<file path="config.mk">
export PLATFORM = sky130hd
export DESIGN_NAME = fbcs_scan
export DESIGN_NICKNAME = d
export VERILOG_FILES = /design/src/hdl/fbcs_pkg.sv /design/src/hdl/fbcs_scan.sv
export SDC_FILE = /design/constraint.sdc
export NUM_CORES = 1
export LEC_CHECK = 0
export ABC_AREA = 1
export BUFFER_PORTS_ARGS = -buffer_cell sky130_fd_sc_hd__buf_2
export CAP_MARGIN = 10
export CORE_ASPECT_RATIO = 2
export CORE_UTILIZATION = 30
export CTS_CLUSTER_DIAMETER = 150
export DETAILED_ROUTE_END_ITERATION = 7
export PLACE_DENSITY = 0.52
export SLEW_MARGIN = 20
export SYNTH_ARGS = -nofsm -noshare
export SYNTH_HDL_FRONTEND = slang
export SYNTH_SLANG_ARGS = --single-unit
</file>
<file path="constraint.sdc">
create_clock -name clk -period 5.8 [get_ports clk]
set_input_delay 0.58 -clock clk [delete_from_list [all_inputs] [get_ports clk]]
set_output_delay 0.58 -clock clk [all_outputs]
set_load 0.02 [all_outputs]
</file>
<file path="src/hdl/fbcs_pkg.sv">
package fbcs_pkg;

  localparam int SCREEN_SIZE = 248;
  localparam int DEPTH       = SCREEN_SIZE * SCREEN_SIZE;
  localparam int AW          = $clog2(DEPTH);

  localparam logic [7:0]    LAST_COL   = 8'(SCREEN_SIZE - 1);
  localparam logic [AW-1:0] LAST_ADDR  = AW'(DEPTH - 1);
  localparam logic [23:0]   RESET_FILL = 24'h00FFFF;

  // Input item modes
  localparam logic [1:0] MODE_RGB    = 2'd0;
  localparam logic [1:0] MODE_PACKED = 2'd1;
  localparam logic [1:0] MODE_SCAN   = 2'd2;
  localparam logic [1:0] MODE_CLEAR  = 2'd3;

  // Configuration register indexes
  localparam logic CFG_CRT_MODE = 1'b0;
  localparam logic CFG_SCALE    = 1'b1;

  // Start request from the sequencer to the scan-out unit
  typedef struct packed {
    logic       start;
    logic       crt;
    logic [2:0] scale;
  } scan_ctl_t;

  function automatic logic [23:0] dim_px(input logic [23:0] v);
    return {1'b0, v[23:17], 1'b0, v[15:9], 1'b0, v[7:1]};
  endfunction

  // Per channel (a + c) >> 1, or >> 2 when quarter is set
  function automatic logic [23:0] avg_px(input logic [23:0] a, input logic [23:0] c,
                                         input logic quarter);
    logic [8:0]  sum;
    logic [23:0] r;
    r = '0;
    for (int i = 0; i < 3; i++) begin
      sum = {1'b0, a[i*8 +: 8]} + {1'b0, c[i*8 +: 8]};
      r[i*8 +: 8] = quarter ? {1'b0, sum[8:2]} : sum[8:1];
    end
    return r;
  endfunction

  // Per channel (a + 2c) / 3, divide by reciprocal 683/2048 (exact below 768)
  function automatic logic [23:0] blend3_px(input logic [23:0] a, input logic [23:0] c);
    logic [9:0]  sum;
    logic [19:0] prod;
    logic [23:0] r;
    r = '0;
    for (int i = 0; i < 3; i++) begin
      sum  = {2'b0, a[i*8 +: 8]} + {1'b0, c[i*8 +: 8], 1'b0};
      prod = {10'b0, sum} * 20'd683;
      r[i*8 +: 8] = prod[18:11];
    end
    return r;
  endfunction

  function automatic logic [23:0] crt_px(input logic [2:0] s, input logic [2:0] row,
                                         input logic [2:0] col, input logic [23:0] c,
                                         input logic [23:0] p, input logic [23:0] n);
    logic [23:0] v;
    logic        dim_row;
    v = c;
    dim_row = (s == 3'd3) ? (row == 3'd2) : (row == 3'd0 || row == 3'd3);
    if (s == 3'd1) begin
      return c;
    end
    if (s == 3'd2) begin
      if (row == 3'd0) return (col == 3'd0) ? c : avg_px(c, n, 1'b0);
      return (col == 3'd0) ? dim_px(c) : avg_px(c, n, 1'b1);
    end
    if (s == 3'd5 && row == 3'd4) begin
      return '0;
    end
    if (col == 3'd0) begin
      v = blend3_px(p, c);
    end else if (col == s - 3'd1) begin
      v = blend3_px(n, c);
    end
    return dim_row ? dim_px(v) : v;
  endfunction

endpackage

</file>
<file path="src/hdl/fbcs_scan.sv">
module fbcs_scan (
  input  logic                clk,
  input  logic                rst_n,
  input  fbcs_pkg::scan_ctl_t ctl,
  input  logic [23:0]         c_px,
  input  logic [23:0]         p_px,
  input  logic [23:0]         n_px,
  output logic                busy,
  output logic                out_valid,
  input  logic                out_stall,
  output logic [2:0]          out_sub_row,
  output logic [2:0]          out_sub_col,
  output logic [23:0]         out_pixel_rgb,
  output logic                out_last
);

  logic        busy_r, busy_nxt;
  logic        vld_r, vld_nxt;
  logic [2:0]  row_r, row_nxt, col_r, col_nxt;
  logic [2:0]  s_r;
  logic        crt_r;
  logic [23:0] c_r, p_r, n_r;
  logic [2:0]  orow_r, ocol_r;
  logic [23:0] opx_r;
  logic        olast_r;
  logic        load, last_now;
  logic [23:0] px;

  assign load     = busy_r && (!vld_r || !out_stall);
  assign last_now = (row_r == s_r - 3'd1) && (col_r == s_r - 3'd1);
  assign px       = crt_r ? fbcs_pkg::crt_px(s_r, row_r, col_r, c_r, p_r, n_r) : c_r;

  // Walk the block in row-major order
  always_comb begin
    busy_nxt = busy_r;
    row_nxt  = row_r;
    col_nxt  = col_r;
    vld_nxt  = vld_r;
    if (vld_r && !out_stall) vld_nxt = 1'b0;
    if (load) begin
      vld_nxt = 1'b1;
      if (last_now) begin
        busy_nxt = 1'b0;
      end else if (col_r == s_r - 3'd1) begin
        col_nxt = '0;
        row_nxt = row_r + 3'd1;
      end else begin
        col_nxt = col_r + 3'd1;
      end
    end
    if (ctl.start) begin
      busy_nxt = 1'b1;
      row_nxt  = '0;
      col_nxt  = '0;
    end
  end

  always_ff @(posedge clk) begin
    if (!rst_n) begin
      busy_r <= 1'b0;
      vld_r  <= 1'b0;
      row_r  <= '0;
      col_r  <= '0;
    end else begin
      busy_r <= busy_nxt;
      vld_r  <= vld_nxt;
      row_r  <= row_nxt;
      col_r  <= col_nxt;
    end
  end

  // Capture operands at start, output register on load
  always_ff @(posedge clk) begin
    if (ctl.start) begin
      s_r   <= ctl.scale;
      crt_r <= ctl.crt;
      c_r   <= c_px;
      p_r   <= p_px;
      n_r   <= n_px;
    end
    if (load) begin
      orow_r  <= row_r;
      ocol_r  <= col_r;
      opx_r   <= px;
      olast_r <= last_now;
    end
  end

  assign busy          = busy_r;
  assign out_valid     = vld_r;
  assign out_sub_row   = orow_r;
  assign out_sub_col   = ocol_r;
  assign out_pixel_rgb = opx_r;
  assign out_last      = olast_r;

  a_start_idle: assert property (@(posedge clk) disable iff (!rst_n)
    ctl.start |-> !busy_r) else $error("scan started while busy");
  a_cnt_range: assert property (@(posedge clk) disable iff (!rst_n)
    busy_r |-> (row_r < s_r) && (col_r < s_r)) else $error("scan counter out of block");
  a_last_ends: assert property (@(posedge clk) disable iff (!rst_n)
    (load && last_now && !ctl.start) |=> !busy_r) else $error("scan ran past last");

endmodule

</file>
==> summary.txt <==
Status
  • Status: complete, no violations

Floorplan
  • Ports: roughly 110
  • Core Region: ~0.064 mm^2
  • Die Height: 362 um
  • Die width: 182 um
  • FP Rows: between 100 and 150
  • Full die area: 0.0660 mm^2
  • Starting Density: 30.5%

Finish
  • Share of layout cells above drive strength 1: between 20% and 30%
  • # diodes: 0
  • Layout area overhead: 27.7%
  • Area of the multi-input gates: 0.0160 mm^2
  • Area occupied by registers: 0.00337 mm^2
  • Final net count: 3391
  • Filler Cells Inserted: 6566

Logic synthesis
  • #FFs+latches synth: 115
  • Syn. warnings: 0
  • Post-synth top area cell: ha_1
  • Post-synthesis async set-or-reset flop share: 0%
  • Synth Flop Type: edfxtp_1
  • Top-area cell type share of the netlist area: between 20% and 30%
  • Top cells by area, synth: ha_1 27%, edfxtp_1 17%, fa_1 13%, nand2_1 9.2%, inv_1 8.1%
  • Synth cell types: 49
  • Syn Area/Cell: 7.98 um^2
  • EDFF count, synth: 107
  • Syn nets: 3064
  • Cells after Synth: 2439
  • Netlist Area Pre-Place: 0.0195 mm^2
  • Post-synth top cells: 478 x nand2_1, 422 x inv_1, 417 x ha_1
  • Sequential element share of the synthesized area: 17.3%
  • Top-count cell post-synth: nand2_1

Global routing
  • Largest net degree at the start of global routing: 45
  • GR met1 Demand/Resource: 17.0%
  • First-pass GRT wire length: between 90 and 100 mm
  • GR Layer Usage met2: 41.7%
  • Vias in the first global route: 19194
  • Top Usage Layer GRT: met2
  • Total global routing overflow: 0
  • M3 GR Usage: 2.03%
  • Initial antenna violation count: 0
  • Gr usage total: ~20%

Worst setup path
  • Crit Path Category: reg -> reg
  • Worst Setup End Kind: flop
  • Startpoint class of the critical path: flop
  • Reg-to-Reg Start: c_r[17]
  • CP Data Required Time: 6.03 ns
  • Worst path max stage delay: 0.51 ns
  • FF-to-FF setup slack: 0.16 ns
  • Critical path arrival: 5.87 ns
  • Crit-path max FO: 3
  • Crit-path slowest cell: fa_2
  • R2r endpoint: out_pixel_rgb[17]
  • Worst r2r path cells: 28

Timing
  • FMAX: 0.177 GHz
  • Setup-violating endpoint count in the final report: 0
  • Final period util: 97.2%
  • Max-slew headroom: 29.3%
  • RSZ-0062 raised after global routing: yes
  • Slew Viols, Final: 0
  • Clock Skew: 0.0133 ns
  • Fin. Hold Viols: 0
  • Actual slew at the worst max-slew pin: about 1.1 ns
  • Final min period: about 5.6 ns
  • Final hold slack: 0.280 ns

Detailed routing
  • WL per Instance: 18.4 um
  • Via count: around 18000
  • Drt first pass iters: 5
  • Vias/cell: 5.00
  • Drt drc: 0
  • Drt total wl: between 60 and 70 mm
  • DRT iter0 DRCs: about 640
  • DRT antenna net count: 0

Clocking
  • CTS tree: done
  • CTS clk-pin slew, worst paths: 0.07 ns
  • Skew-Pair Late Insertion Delay: 0.48 ns
  • Number of buffers created by CTS: 17
  • Clock buffer depth: 2
  • H-tree depth: 4
  • Root buffer selected by CTS: clkbuf_16
  • # clock sinks: between 100 and 150
  • Hold_buf cts: 0

Hold path
  • Hold endpoint: n_r[6]
  • Hold Crit Class: in -> reg
  • Hold_sp: n_px[6]
  • WHS Path Cells: 1

Placement
  • Placer Congestion: 0.924
  • Port Buffers: 112
  • Dpl hpwl: 55.8 mm

Run
  • Max cap viols: 0
-- cell usage in the layout (no fill, tap or decap), types with 16 or more instances in the layout --
cell	netlist	routed
edfxtp_1	107	107
a21oi_2	2	40
or2_2	19	19
nand2_2	1	44
clkbuf_16	0	17
o21bai_1	28	24
a21oi_1	187	145
ha_4	0	57
buf_4	2	216
nand3_2	0	31
nor2_2	4	17
buf_2	11	111
inv_1	422	412
o21ai_0	83	66
xnor2_1	31	28
nor2_1	121	99
xor2_1	46	36
nand2_1	478	430
o21ai_1	7	16
ha_1	417	354
fa_1	128	121
nand3_1	206	174
-- kinds of logic (layout without fill, tap and decap cells) --
group	count (synthesis)	after routing	synth area share (%)
AOI/OAI and AO/OA	366	366	10.6
xor gates and xnor gates	81	81	3.80
adders and majority gates	545	545	40.0
buffers and inverters	454	794	9.01
DFF	115	115	17.3
and+or+nand+nor	878	878	19.3
-- layer usage --
layer	routed length, um	vias up
met3	1760	188
met5	0	-
li1	-	8774
met2	37900	404
met1	21400	8531
met4	4800	0
-- how the worst max path moves through the flow --
stage          depth (start not counted)           endpoint  slack [ns]     from
4_1_cts                               28   out_pixel_rgb[9]       0.003   c_r[9]
2_1_floorplan                         27   out_pixel_rgb[5]        0.16   c_r[2]
3_5_place_dp                          27   out_pixel_rgb[5]       -0.26   c_r[0]
6_report                              28  out_pixel_rgb[17]        0.16  c_r[17]
3_3_place_gp                          26  out_pixel_rgb[14]       -0.18   c_r[8]
5_1_grt                               27  out_pixel_rgb[23]       -0.11  c_r[17]
-- worst max-delay path, delay by kind of cell (launching register included) --
kind	cells	cell delay, ns
adder cells (fa/ha/maj)	7	2.80
buffers and inverters	8	0.75
AND/OR/NAND/NOR	9	0.91
AO/OA/AOI/OAI	3	0.39
XOR/XNOR	1	0.14
flip-flops	1	0.41
-- per-stage QoR --
stage,TNS (ns),instance area [um^2],std cells,setup slack (ns),utilization (%)
after CTS,0,23300,3558,0.00342,36.4
after floorplan,0,19500,2439,0.161,-
final,0,24900,3577,0.161,38.9
after global placement,-1.18,22400,3523,-0.179,35.1
after global routing,-0.713,24900,3577,-0.107,38.9
after detailed placement,-1.97,22400,3523,-0.262,35.1
-- layout make-up --
class                           instances  share of cell area [%]
Multi-Input combinational cell       1870                    64.2
Sequential cell                       115                    13.6
Timing Repair Buffer                  334                    9.14
Inverter                              428                    6.48
Tap cell                              798                    4.02
Clock buffer                           17                    1.71
Clock inverter                         15                   0.886
-- registers in the layout, indices dropped and copies added (netlist names) --
register and cells:
c_r 24, out_sub_row 3, n_r 24, out_last 1, busy 1, p_r 24, crt_r 1, out_pixel_rgb 24
out_valid 1, row_r 3, s_r 3, out_sub_col 3, col_r 3
-- what timing repair did --
item | 4_1_cts | 5_1_grt
pin swaps | 11 | 109
setup buffers | 3 | 19
gates resized for setup | 47 | 269
gates cloned | 0 | 0
endpoints found under the setup margin | 20 | 24
Power is not shown: default switching activity piles up to over one toggle a cycle in this logic, so the estimate is an artifact.
